===== src/sv/dct_pkg.sv =====
`timescale 1ns / 1ps

package dct_pkg;

    localparam int DATA_BITS       = 12;
    localparam int COEFF_FRAC_BITS = 14;
    localparam int STORE_BITS      = 16;
    localparam int LANES           = 8;
    localparam int COEF_W          = COEFF_FRAC_BITS + 2;
    localparam int PROD_W          = COEF_W + STORE_BITS;
    localparam int ACC_W           = PROD_W + 3;
    localparam int ADDR_W          = 3;

    // register index of the mode register (address bits above the byte offset)
    localparam logic [ADDR_W-3:0] REG_MODE = '0;
    localparam logic [2:0] LAST_IDX = 3'd7;

    // cos(k*pi/16), k = 0 holds 1/sqrt(2), 30 fraction bits
    localparam longint COS_Q30 [8] = '{
        64'd759250125, 64'd1053110176, 64'd992008094, 64'd892783698,
        64'd759250125, 64'd596538995,  64'd410903207, 64'd209476638
    };

    typedef logic signed [DATA_BITS-1:0] data_t;
    typedef data_t [LANES-1:0] row_t;
    typedef logic [LANES-1:0][STORE_BITS-1:0] svec_t;
    typedef logic [LANES-1:0][COEF_W-1:0] cvec_t;
    typedef logic [LANES-1:0][ACC_W-1:0] avec_t;

    typedef struct packed {
        logic       mode;
        logic [2:0] idx;
        row_t       row;
    } qent_t;

    typedef struct packed {
        logic valid;
        logic first;
        logic last;
    } mac_ctl_t;

    typedef enum logic [2:0] {
        ST_IDLE,
        ST_ROW,
        ST_ROW_WAIT,
        ST_COL_HOLD,
        ST_COL,
        ST_COL_WAIT
    } be_state_t;

    // matrix coefficient: forward uses F[k][n], inverse the transpose
    function automatic logic signed [COEF_W-1:0] mat_coef(input logic inv,
                                                         input logic [2:0] k,
                                                         input logic [2:0] n);
        logic [2:0] kk;
        logic [2:0] nn;
        logic [2:0] m;
        logic       neg;
        int         t;
        int         a;
        longint     c;
        kk = inv ? n : k;
        nn = inv ? k : n;
        t  = (2 * int'(nn) + 1) * int'(kk);
        a  = t % 32;
        if (kk == 3'd0) begin
            m   = 3'd0;
            neg = 1'b0;
        end else if (a < 8) begin
            m   = 3'(a);
            neg = 1'b0;
        end else if (a < 16) begin
            m   = 3'(16 - a);
            neg = 1'b1;
        end else if (a < 24) begin
            m   = 3'(a - 16);
            neg = 1'b1;
        end else begin
            m   = 3'(32 - a);
            neg = 1'b0;
        end
        c = (COS_Q30[m] + (longint'(1) << (29 - COEFF_FRAC_BITS))) >>> (30 - COEFF_FRAC_BITS);
        return neg ? COEF_W'(-c) : COEF_W'(c);
    endfunction

endpackage


===== src/sv/dct_fe.sv =====
`timescale 1ns / 1ps

module dct_fe import dct_pkg::*; (
    input  logic              aclk,
    input  logic              aresetn,
    input  logic              psel,
    input  logic              penable,
    input  logic              pwrite,
    input  logic [ADDR_W-1:0] paddr,
    input  logic [31:0]       pwdata,
    output logic [31:0]       prdata,
    output logic              pready,
    input  logic              s_valid,
    output logic              s_ready,
    input  row_t              s_row,
    output logic              q_valid,
    input  logic              q_ready,
    output qent_t             q_ent
);

    logic       mode_reg;
    logic [2:0] row_count_reg;
    qent_t      fifo_mem [2];
    logic       wr_ptr_reg;
    logic       rd_ptr_reg;
    logic [1:0] count_reg;
    logic       push;
    logic       pop;
    logic       cfg_wr;

    assign pready  = 1'b1;
    assign cfg_wr  = psel && penable && pwrite && pready;
    assign prdata  = (paddr[ADDR_W-1:2] == REG_MODE) ? {31'b0, mode_reg} : 32'b0;

    assign s_ready = (count_reg != 2'd2);
    assign q_valid = (count_reg != 2'd0);
    assign q_ent   = fifo_mem[rd_ptr_reg];
    assign push    = s_valid && s_ready;
    assign pop     = q_valid && q_ready;

    always_ff @(posedge aclk) begin
        if (!aresetn) begin
            mode_reg      <= 1'b0;
            row_count_reg <= 3'd0;
            wr_ptr_reg    <= 1'b0;
            rd_ptr_reg    <= 1'b0;
            count_reg     <= 2'd0;
        end else begin
            if (cfg_wr && paddr[ADDR_W-1:2] == REG_MODE) begin
                mode_reg <= pwdata[0];
            end
            if (push) begin
                row_count_reg <= row_count_reg + 3'd1;
                wr_ptr_reg    <= ~wr_ptr_reg;
            end
            if (pop) begin
                rd_ptr_reg <= ~rd_ptr_reg;
            end
            count_reg <= count_reg + {1'b0, push} - {1'b0, pop};
        end
    end

    // each row is tagged with its place in the block and the mode it sees
    always_ff @(posedge aclk) begin
        if (push) begin
            fifo_mem[wr_ptr_reg] <= '{mode: mode_reg, idx: row_count_reg, row: s_row};
        end
    end

endmodule


===== config.mk =====
export PLATFORM = sky130hd
export DESIGN_NAME = dct_fe
export DESIGN_NICKNAME = d
export VERILOG_FILES = /design/src/sv/dct_pkg.sv /design/src/sv/dct_fe.sv
export SDC_FILE = /design/constraint.sdc
export NUM_CORES = 1
export LEC_CHECK = 0
export ABC_AREA = 1
export BUFFER_PORTS_ARGS = -buffer_cell sky130_fd_sc_hd__buf_2
export CAP_MARGIN = 20
export CORE_MARGIN = 4
export CORE_UTILIZATION = 40
export DETAILED_ROUTE_END_ITERATION = 16
export HOLD_SLACK_MARGIN = 0.15
export PLACE_DENSITY = 0.65
export SLEW_MARGIN = 0
export SYNTH_ARGS = -nofsm -noshare
export SYNTH_HDL_FRONTEND = slang
export SYNTH_SLANG_ARGS = --single-unit
export TNS_END_PERCENT = 20

===== constraint.sdc =====
create_clock -name aclk -period 8.1 [get_ports aclk]
set_input_delay 2.025 -clock aclk [delete_from_list [all_inputs] [get_ports aclk]]
set_output_delay 2.025 -clock aclk [all_outputs]
set_load 0.005 [all_outputs]

# After elaboration in Yosys (flattened, before gate mapping)
# Memory sizes are Yosys's and may differ from the RTL's. A register that Yosys moved wholly into a read port is not among the register bits.
# Index checks and enable logic that the tools add are counted.
# W data, S select, Z words.
totals:
  ff_bits: 8
  mem_bits_rw: 200
  elab_cells: 24
  memories: 1
classes:
  addsub: 3
  n_eq_ne: 1
  muxes: 5
  bitwise_logic: 3
  n_reduce_logical: 6
memory_table:
  columns: ["memory", "depth", "width", "read_ports", "rd_clocked_by_memory_dff", "write_ports", "line", "source"]
  rows:
  - ["fifo_mem", 2, 100, 1, 1, 1, "dct_fe.sv:23", "qent_t fifo_mem [2];"]
op_table:
  columns: ["op", "n"]
  rows:
  - ["$logic_and A1 B1 Y1", 5]
  - ["$mux W1", 5]
  - ["$add A3 B1 Y3 const B", 1]
  - ["$not A1 Y1", 3]
  - ["$add A2 B1 Y2", 1]
  - ["$ne A2 B2 Y1 const B", 1]
  - ["$reduce_bool A2 Y1", 1]
  - ["$sub A2 B1 Y2", 1]

# Depth between registers and ports, before layout
# Gate-level depths: netlist (run 1).
logic_depth:
  depth_word: 4
  mapped_depth: 10

# Least setup slack after synthesis (run 1)
# Ideal clock, no wire load.
synth_timing:
  kind: "in2reg"
  startpoint: "in s_valid"
  endpoint: "mem fifo_mem[0][0] in the netlist's numbering (enable)"
  setup_time_ps: 560
  arrival_time_ps: 6279
  t_required_ps: 7540
  path_slack_ps: 1261
  stages: 2
  n_path_buf: 0
  cell_sequence: "nand2_2 -> nor2_1"
synth_between:
  elab_chain_cells: 3
synth_lines:
  columns: ["item", "line", "source"]
  rows:
  - ["start, declared", "dct_fe.sv:13", "input logic s_valid,"]
  - ["$logic_and A1 B1 Y1", "dct_fe.sv:38", "assign push = s_valid && s_ready;"]
  - ["$mux W1", "dct_fe.sv:65", "if (push) begin"]
  - ["$mux W1 (implied by the code)", "dct_fe.sv:66", "fifo_mem[wr_ptr_reg] <= '{mode: mode_reg, idx: row_count_reg, row: s_row};"]
  - ["end, declared", "dct_fe.sv:23", null]
# No other way between the ends.

==> results of run 1 <==
==> critical path: cells and delay by family (launching register included) <==
| family | cells | cell delay [ns] |
|---|---|---|
| DFF | 1 | 1.01 |
| buffers and inverters | 2 | 0.98 |
| muxes | 1 | 0.35 |
==> logic make-up after synthesis <==
group / share of synthesized area, %
other: 0.08940
adders and majority gates: 0.4469
buffers and inverters: 5.913
muxes: 17.87
and+or+nand+nor: 1.653
DFF: 73.64
AOI/OAI and AO/OA: 0.3872
==> power breakdown <==
| group | internal, mW | total (mW) | switching, mW |
|---|---|---|---|
| Combinational | 0.385 | 0.681 | 0.297 |
| Clock | 0.579 | 0.968 | 0.389 |
| Sequential | 1.37 | 1.46 | 0.0854 |
==> per-layer routing <==
layer	vias up	routed length (µm)
li1	1921	-
met1	1996	6095
met2	173	7673
met3	24	1277
met4	0	275
met5	-	0
==> placed cells by master (no fill, tap or decap) <==
master / Yosys / final
nand2_1: 10 / 10
clkbuf_16: 0 / 23
bufinv_16: 0 / 2
nand3b_1: 1 / 1
inv_1: 12 / 12
o21ai_0: 3 / 3
ha_1: 3 / 3
nor2_4: 0 / 2
nand4_1: 1 / 1
conb_1: 2 / 32
nor2_1: 16 / 14
dfxtp_4: 0 / 1
mux2_4: 100 / 100
edfxtp_1: 200 / 200
or2_2: 1 / 1
a21oi_1: 2 / 2
buf_4: 32 / 3
clkinv_2: 0 / 8
buf_2: 0 / 207
dfxtp_1: 9 / 8
nand3_1: 3 / 3
o21a_1: 1 / 1
inv_6: 0 / 1
nand2_2: 1 / 1
clkinv_1: 0 / 6
==> through the flow <==
stage          util, %  setup slack (ns)  instance area [µm²]
2_1_floorplan        -             1.261                 8513
6_report         49.85             3.196                10180
3_3_place_gp     46.39             3.653                 9477
3_5_place_dp     46.39             3.633                 9477
4_1_cts          49.85             3.084                10180
5_1_grt          49.85             3.002                10180
==> how the worst max path moves through the flow <==
stage / cells past startpoint / startpoint / slack [ns] / endpoint
6_report: 3 / register / 3.20 / q_ent[57]
5_1_grt: 3 / register / 3.00 / q_ent[74]
4_1_cts: 3 / register / 3.08 / q_ent[57]
3_5_place_dp: 3 / register / 3.63 / q_ent[57]
3_3_place_gp: 3 / register / 3.65 / q_ent[57]
2_1_floorplan: 2 / s_valid / 1.26 / fifo_mem[0][0]
==> cell type report <==
type                       instances  share of cell area (%)
sequential                       209                   60.78
multi-input combinational        174                   18.12
timing repair buffer             210                   10.39
clock buffer                      23                   5.652
tap                              270                   3.317
clock inverter                    17                   1.290
inverter                          12                  0.4423
==> qor.yml, run 1 <==
status: "finished, final reports clean"
grt_setup_unrepaired: "no"
rows: 52
pwr_density_cell_nw_per_um2: 305.1
drtPass1Iterations: 4
cts_post_setup_buffers_inserted: 0
fmax_mhz: 203.9
dieArea_um2: 23380
coreArea_um2: 20430
hpwl_mm: 10.13
netlist.area_leader.share_pct: 71.49
overflow: 0
cts_tree: "done"
finalPower_mw: 3.107
vias: 4114
start_util_pct: 41.12
min_period_ns: 4.904
p_leak_nw: 4.111
hold_depth: 2
arrival_ns: 2.88
max_slew.worst_pin.slew_ns: 1.025
gp_congestion: 0.7121
finClkSkew_ns: 0.005234
largest_register_ffs: 200
finalCritPeriodShare_pct: 60.54
cpPeakStageDelay_ns: 1.01
synth_edf_count: 200
path_max_fanout: 53
ys_ff_latch: 209
postSynthAreaPerCell_um2: 20.59
r2r_cells: 5
cts-root-buf: "clkbuf_16"
dp.cells: 875
yosysWarnings: 0
slew_headroom_pct: 31.67
area_delta_synth_final_pct: 21.22
cp-start-kind: "register"
timing.setup.tns_ns: 0
clock_latency_ns: 0.49
cp_slowest_cell: "dfxtp_4"
synth_top_area_cell: "edfxtp_1"
grt-busiest-layer: "met2"
first_global_vias: 4580
required_ns: 6.08
grt_util_met2_pct: 22.17
ctsResizeCount: 0
synth_area_leaders: "edfxtp_1 71%, mux2_4 18%, buf_4 2.9%"
seq_area_um2: 6190
grt_max_degree: 72
ys_async_sr_fraction_pct: 0
die_w_um: 152.9
multi_input_area_um2: 1846
cts-htree-levels: 1
r2r-end: "fifo_mem[1][38]"
reg2reg_from: "count_reg[0]"
clock_sinks: 209
setup_viol: 0
drt-initial-drc-count: 174
hold_start: "rd_ptr_reg"
synthMostInstantiatedCell: "edfxtp_1"
io_pins: 273
clockBufferDepth: 3
ys.flop_type: "edfxtp_1"
cts.clk_slew.worst_paths_ns: 0.06
drc: 0
nFillCells: 1712
die_y_um: 152.9
antenna_found_initial: 0
ant_nets: 0
worstSetupPathType: "register to output pin"
wl_mm: 15.32
holdWs_ns: 0.4895
hold_viol_final: 0
grtUsageTotal_pct: 12.59
hold_class: "register to register"
cp_cell_sequence: "buf_4, mux2_4, buf_2"
use_met3_pct: 3.845
timing.max_cap.violations: 0
seq_area_frac_synth_pct: 73.64
drv_slew: 0
numCtsBuffers: 23
syn-cell-area_um2: 8401
vias_per_cell: 4.496
hold_buffers: 0
met1_usage_pct: 14.87
final_cells: 915
nets: 771
ys_top_cells_by_count: "200 x edfxtp_1, 100 x mux2_4, 32 x buf_4"
ff2ff_setup_slack_ns: 5.30
drive_gt1_share_pct: 54.11
grt_pass1_wl_mm: 23.90
numPortBuffers: 207
post_drt_wl_per_cell_um: 16.75
synth_cells: 408
synth_cell_types: 19
peakVddDrop_mv: 0.1788
diodes: 0
end_kind: "output pin"
(Power assumes the default switching activity.)
==> inputs of run 2 (changes only) <==
Settings changed: ABC_AREA 1 to 0, PLACE_DENSITY 0.65 to 0.69.
Clock period 8.1 ns to 3.95 ns, I/O delays scaled along.
==> run 2 against run 1 <==
Net effect:
- die area decreased by 4.9%
- worst setup slack lost 2.2 ns
- largest cell class unchanged
- routed wire length down 5.9%
==> qor.yml, run 2 <==
status: "finished, final reports clean"  # unchanged
finClkSkew_ns: 0.01220  # was 0.005234 ns
synth_cell_types: 29  # was 19
vias_per_cell: 4.525  # was 4.496
rows: 51  # was 52
final_cell_mix: "207 x buf_2, 200 x edfxtp_1, 100 x mux2_2"  # was 207 x buf_2, 200 x edfxtp_1, 100 x mux2_4
cts-root-buf: "clkbuf_16"  # unchanged
switching_share_pct: 25.09  # was 24.83%
placed_area_um2: 9128  # was 9477 µm²
peakVddDrop_mv: 0.3772  # was 0.1788 mV
slew_headroom_pct: 51.30  # was 31.67%
seq_area_frac_synth_pct: 77.67  # was 73.64%
drt-initial-drc-count: 163  # was 174
numCtsBuffers: 22  # was 23
worstSetupPathType: "register to output pin"  # unchanged
largest_register_ffs: 200  # unchanged
area_delta_synth_final_pct: 22.66  # was 21.22%
hold_class: "register to register"  # unchanged
ys_top_cells_by_count: "200 x edfxtp_1, 100 x mux2_2, 32 x buf_4"  # was 200 x edfxtp_1, 100 x mux2_4, 32 x buf_4
mostFrequentLayoutCell: "buf_2"  # unchanged
internal_power_mw: 4.660  # was 2.335 mW
r2r_cells: 3  # was 5
p_switching_mw: 1.561  # was 0.7714 mW
coreArea_um2: 19530  # was 20430 µm²
path_max_fanout: 28  # was 53
antenna_found_initial: 2  # was 0
synthMostInstantiatedCell: "edfxtp_1"  # unchanged
syn-cell-area_um2: 7964  # was 8401 µm²
clkPwrFrac_pct: 29.4  # was 31.2%
fmax_mhz: 334.5
overflow: 0  # unchanged
clock_sinks: 209  # unchanged
path_delay_family: "flip-flops"  # unchanged
synth_area_leaders: "edfxtp_1 75%, mux2_2 14%, buf_4 3.0%"  # was edfxtp_1 71%, mux2_4 18%, buf_4 2.9%
seqPwrFrac_pct: 47.7  # was 46.9%
crit_buf_inv: 2  # unchanged
gp_congestion: 0.7004  # was 0.7121
synth_top_area_cell: "edfxtp_1"  # unchanged
ctsResizeCount: 0  # unchanged
hold_buffers: 0  # unchanged
cp_cell_sequence: "buf_4, mux2_2, buf_2"  # was buf_4, mux2_4, buf_2
p_leak_nw: 3.698  # was 4.111 nW
max_slew.worst_pin.slew_ns: 0.7306  # was 1.025 ns
yosysWarnings: 0  # unchanged
nets: 756  # was 771
finalPower_mw: 6.221  # was 3.107 mW
finalCritPeriodShare_pct: 75.68
die_w_um: 149.1  # was 152.9 µm
postSynthAreaPerCell_um2: 20.21  # was 20.59 µm²
final_area_um2: 9768  # was 10180 µm²
wl_mm: 14.42  # was 15.32 mm
worstHoldEndpoint: "fifo_mem[0][99]"
synth_cells: 394  # was 408
first_global_vias: 4351  # was 4580
final_util_pct: 50.03  # was 49.85%
holdWs_ns: 0.4723  # was 0.4895 ns
ys_ff_latch: 209  # unchanged
timing.max_cap.violations: 0  # unchanged
netlist.area_leader.share_pct: 75.41  # was 71.49%
drv_slew: 0  # unchanged
io_pins: 273  # unchanged
cts-htree-levels: 1  # unchanged
grt_pass1_wl_mm: 22.31  # was 23.90 mm
dieArea_um2: 22230  # was 23380 µm²
r2r-end: "fifo_mem[1][19]"  # was fifo_mem[1][38]
ys.flop_type: "edfxtp_1"  # unchanged
drive_gt1_share_pct: 55.10  # was 54.11%
timing.critical_path.depth: 3  # unchanged
cts_tree: "done"  # unchanged
pwr_density_cell_nw_per_um2: 636.9  # was 305.1 nW/µm²
clock_latency_ns: 0.49  # about the same
end_kind: "output pin"  # unchanged
ys_async_sr_fraction_pct: 0  # unchanged
hold_start: "mode_reg"  # was rd_ptr_reg
arrival_ns: 2.00  # was 2.88 ns
hpwl_mm: 9.805  # was 10.13 mm
cp_slowest_cell: "dfxtp_4"  # unchanged
die_y_um: 149.1  # was 152.9 µm
pwr-share-comb_pct: 22.9  # was 21.9%
hold_depth: 0  # was 2
cts_post_setup_buffers_inserted: 0  # unchanged
cts.clk_slew.worst_paths_ns: 0.06  # about the same
required_ns: 2.96  # was 6.08 ns
post_drt_wl_per_cell_um: 16.14  # was 16.75 µm
min_period_ns: 2.989
drc: 0  # unchanged
reg2reg_from: "count_reg[0]"  # unchanged
grt_setup_unrepaired: "no"  # unchanged
drtPass1Iterations: 4  # unchanged
setup_viol: 0  # unchanged
clockBufferDepth: 3  # unchanged
ff2ff_setup_slack_ns: 1.87  # was 5.30 ns
numPortBuffers: 207  # unchanged
hold_viol_final: 0  # unchanged
synth_edf_count: 200  # unchanged
timing.setup.tns_ns: 0  # unchanged
vias: 4041  # was 4114
grt_max_degree: 53  # was 72
diodes: 0  # unchanged
cp-start-kind: "register"  # unchanged
cpPeakStageDelay_ns: 0.55  # was 1.01 ns
ant_nets: 0  # unchanged
start_util_pct: 40.79  # was 41.12%
grtUsageTotal_pct: 12.50  # was 12.59%
[run 2: layout make-up]
cell class	count	area [µm²]
Clock buffer	32	619.3
Clock inverter	5	21.27
Fill cell	1653	9758
Inverter	3	11.26
Multi-Input combinational cell	167	1496
Sequential cell	209	6190
Tap cell	265	331.6
Timing Repair Buffer	212	1099
[run 2: per-layer routing]
| layer | GRT usage, % | routed length (µm) |
|---|---|---|
| met5 | 0 | 34 |
| met4 | 3.661 | 317 |
| met3 | 3.859 | 1191 |
| met2 | 23.10 | 7674 |
| met1 | 13.81 | 5196 |
[run 2: how the worst max path moves through the flow]
stage	start	end	slack, ns
finish	register	q_ent[53]	0.96
detailed placement	s_valid	fifo_mem[1][95]	1.35
global placement	s_valid	fifo_mem[1][97]	1.40
global route	register	q_ent[51]	0.86
CTS	register	q_ent[42]	0.91
floorplan	s_valid	fifo_mem[0][0]	0.85
[run 2: cell families (layout without fill, tap and decap cells)]
group,after synthesis,after routing,synth area share (%)
muxes,101,101,14.27
adders and majority gates,3,3,0.4714
and+or+nand+nor,24,24,1.697
other,2,32,0.09430
AOI/OAI and AO/OA,5,5,0.4871
buffers and inverters,48,252,5.090
xor gates and xnor gates,2,2,0.2200
DFF,209,209,77.67
[run 2: power groups by stage]
stage               Combinational (mW)  Clock, mW  Sequential, mW
floorplan                        0.970          0            2.96
global placement                  1.43          0            3.00
global route                      1.57       2.00            3.00
CTS                               1.47       1.90            2.98
finish                            1.43       1.83            2.97
detailed placement                1.45          0            3.02
[run 2: through the flow]
step                      cells  setup slack [ns]
after floorplan             424            0.8477
after global placement      856             1.402
after detailed placement    856             1.351
after CTS                   893            0.9063
after global routing        893            0.8576
final                       893            0.9607
==> inputs of run 3 (changes only) <==
Settings changed: PLACE_DENSITY 0.69 to 0.66.
Clock period 3.95 ns to 2.8 ns, I/O delays scaled along.
==> run 3 against run 2 <==
Net effect:
- design area grew 1.6%
- non-clock buffer count grew 2
- combinational power grew 47%
==> qor.yml, run 3 (synthesis results as in run 2) <==
status: "finished, final reports clean"  # unchanged
grt_setup_unrepaired: "no"  # unchanged
start_util_pct: 40.79  # unchanged
die_w_um: 149.1  # unchanged
arrival_ns: 1.71  # was 2.00 ns
overflow: 0  # unchanged
coreArea_um2: 19530  # unchanged
hold_viol_final: 0  # unchanged
die_y_um: 149.1  # unchanged
final_cells: 898  # was 893
drtPass1Iterations: 4  # unchanged
hpwl_mm: 10.14  # was 9.805 mm
vias_per_cell: 4.504  # was 4.525
peakVddDrop_mv: 0.5553  # was 0.3772 mV
rows: 51  # unchanged
worstSetupPathType: "register to output pin"  # unchanged
finalCritPeriodShare_pct: 85.99
nets: 758  # was 756
grt_max_degree: 58  # was 53
hold_class: "primary input to register"  # was register to register
first_global_vias: 4439  # was 4351
numCtsBuffers: 22  # unchanged
drc: 0  # unchanged
path_max_fanout: 57  # was 28
route.met2.wl_mm: 7.868  # was 7.674 mm
cts-root-buf: "clkbuf_16"  # unchanged
drv_slew: 0  # unchanged
final_cell_mix: "207 x buf_2, 200 x edfxtp_1, 100 x mux2_2"  # unchanged
required_ns: 2.10  # was 2.96 ns
post_drt_wl_per_cell_um: 16.46  # was 16.14 µm
diodes: 0  # unchanged
cts_post_setup_buffers_inserted: 0  # unchanged
min_period_ns: 2.408
fmax_mhz: 415.3
largest_register_ffs: 200  # unchanged
ant_nets: 0  # unchanged
hold_buffers: 0  # unchanged
max_slew.worst_pin.slew_ns: 0.5927  # was 0.7306 ns
numPortBuffers: 207  # unchanged
clockBufferDepth: 3  # unchanged
antenna_found_initial: 0  # was 2
p_leak_nw: 3.777  # was 3.698 nW
end_kind: "output pin"  # unchanged
wl_met1_mm: 5.405  # was 5.196 mm
drive_gt1_share_pct: 56.40  # was 55.10%
fin_ws_ns: 0.3924  # was 0.9607 ns
vias: 4045  # was 4041
io_pins: 273  # unchanged
slew_headroom_pct: 60.49  # was 51.30%
cts_tree: "done"  # unchanged
top_layer: "met4"  # was met5
area_delta_synth_final_pct: 24.63  # was 22.66%
setup_viol: 0  # unchanged
finClkSkew_ns: 0.01108  # was 0.01220 ns
pwr_density_cell_nw_per_um2: 923.1  # was 636.9 nW/µm²
cpPeakStageDelay_ns: 0.39  # was 0.55 ns
wl_mm: 14.78  # was 14.42 mm
cp-start-kind: "register"  # unchanged
cts-htree-levels: 1  # unchanged
met3_length_mm: 1.205  # was 1.191 mm
grtUsageTotal_pct: 12.62  # was 12.50%
timing.max_cap.violations: 0  # unchanged
grt_pass1_wl_mm: 22.43  # was 22.31 mm
ctsResizeCount: 0  # unchanged
nFillCells: 1660  # was 1653
pre_cts_slack_ns: 0.6461  # was 1.351 ns
clock_latency_ns: 0.49  # about the same
cts.clk_slew.worst_paths_ns: 0.06  # about the same
cp_cell_sequence: "buf_12, mux2_2, buf_2"  # was buf_4, mux2_2, buf_2
mostFrequentLayoutCell: "buf_2"  # unchanged
gp_congestion: 0.7439  # was 0.7004
cp_slowest_cell: "mux2_2"  # was dfxtp_4
dp.cells: 858  # was 856
dieArea_um2: 22230  # unchanged
drt-initial-drc-count: 131  # was 163
clock_sinks: 209  # unchanged
## run 3: area by class of cell
| type | count | area (µm²) | area share (%) |
|---|---|---|---|
| sequential | 209 | 6190 | 62.36 |
| timing repair buffer | 214 | 1139 | 11.47 |
| clock inverter | 8 | 86.33 | 0.8698 |
| clock buffer | 32 | 669.4 | 6.744 |
| multi-input combinational | 167 | 1496 | 15.08 |
| inverter | 3 | 13.76 | 0.1387 |
| tap | 265 | 331.6 | 3.340 |
## run 3: worst paths after layout
| path | startpoint | cells after the start | slack [ns] | end |
|---|---|---|---|---|
| worst min-delay path | s_row[2] | 1 | 0.40 | fifo_mem[1][2] |
| worst max register to register | count_reg[0] | 5 | 0.82 | fifo_mem[0][4] |
| worst min register to register | row_count_reg[2] | 0 | 0.49 | fifo_mem[0][98] |
| worst max-delay path | register | 3 | 0.39 | q_ent[56] |
## run 3: per-layer routing
layer / global-route usage (%) / vias up
met3: 3.342 / 25
met1: 13.92 / 1968
met4: 4.211 / 0
met5: 0 / -
li1: - / 1900
met2: 23.51 / 152
## run 3: per-stage QoR
stage | area [µm²] | util [%] | total power [mW] | hold WS [ns] | setup TNS [ns]
after floorplan | 8087 | - | 5.549 | 0.4387 | -0.5654
after global placement | 9170 | 46.96 | 6.283 | 0.4581 | 0
after detailed placement | 9170 | 46.96 | 6.365 | 0.4640 | 0
after CTS | 9926 | 50.83 | 9.328 | 0.3746 | 0
after global routing | 9926 | 50.83 | 9.633 | 0.3781 | 0
final | 9926 | 50.83 | 9.162 | 0.3965 | 0
## run 3: report_power, final
part / internal, mW / switching (mW) / total [mW]
clock network: 1.83 / 1.08 / 2.91
registers: 4.02 / 0.124 / 4.14
logic: 1.07 / 1.04 / 2.10
## run 3: critical path: cells and delay by family (launching register included)
family   cells  cell delay, ns
buf+inv      2            0.39
mux          1            0.39
flops        1            0.37
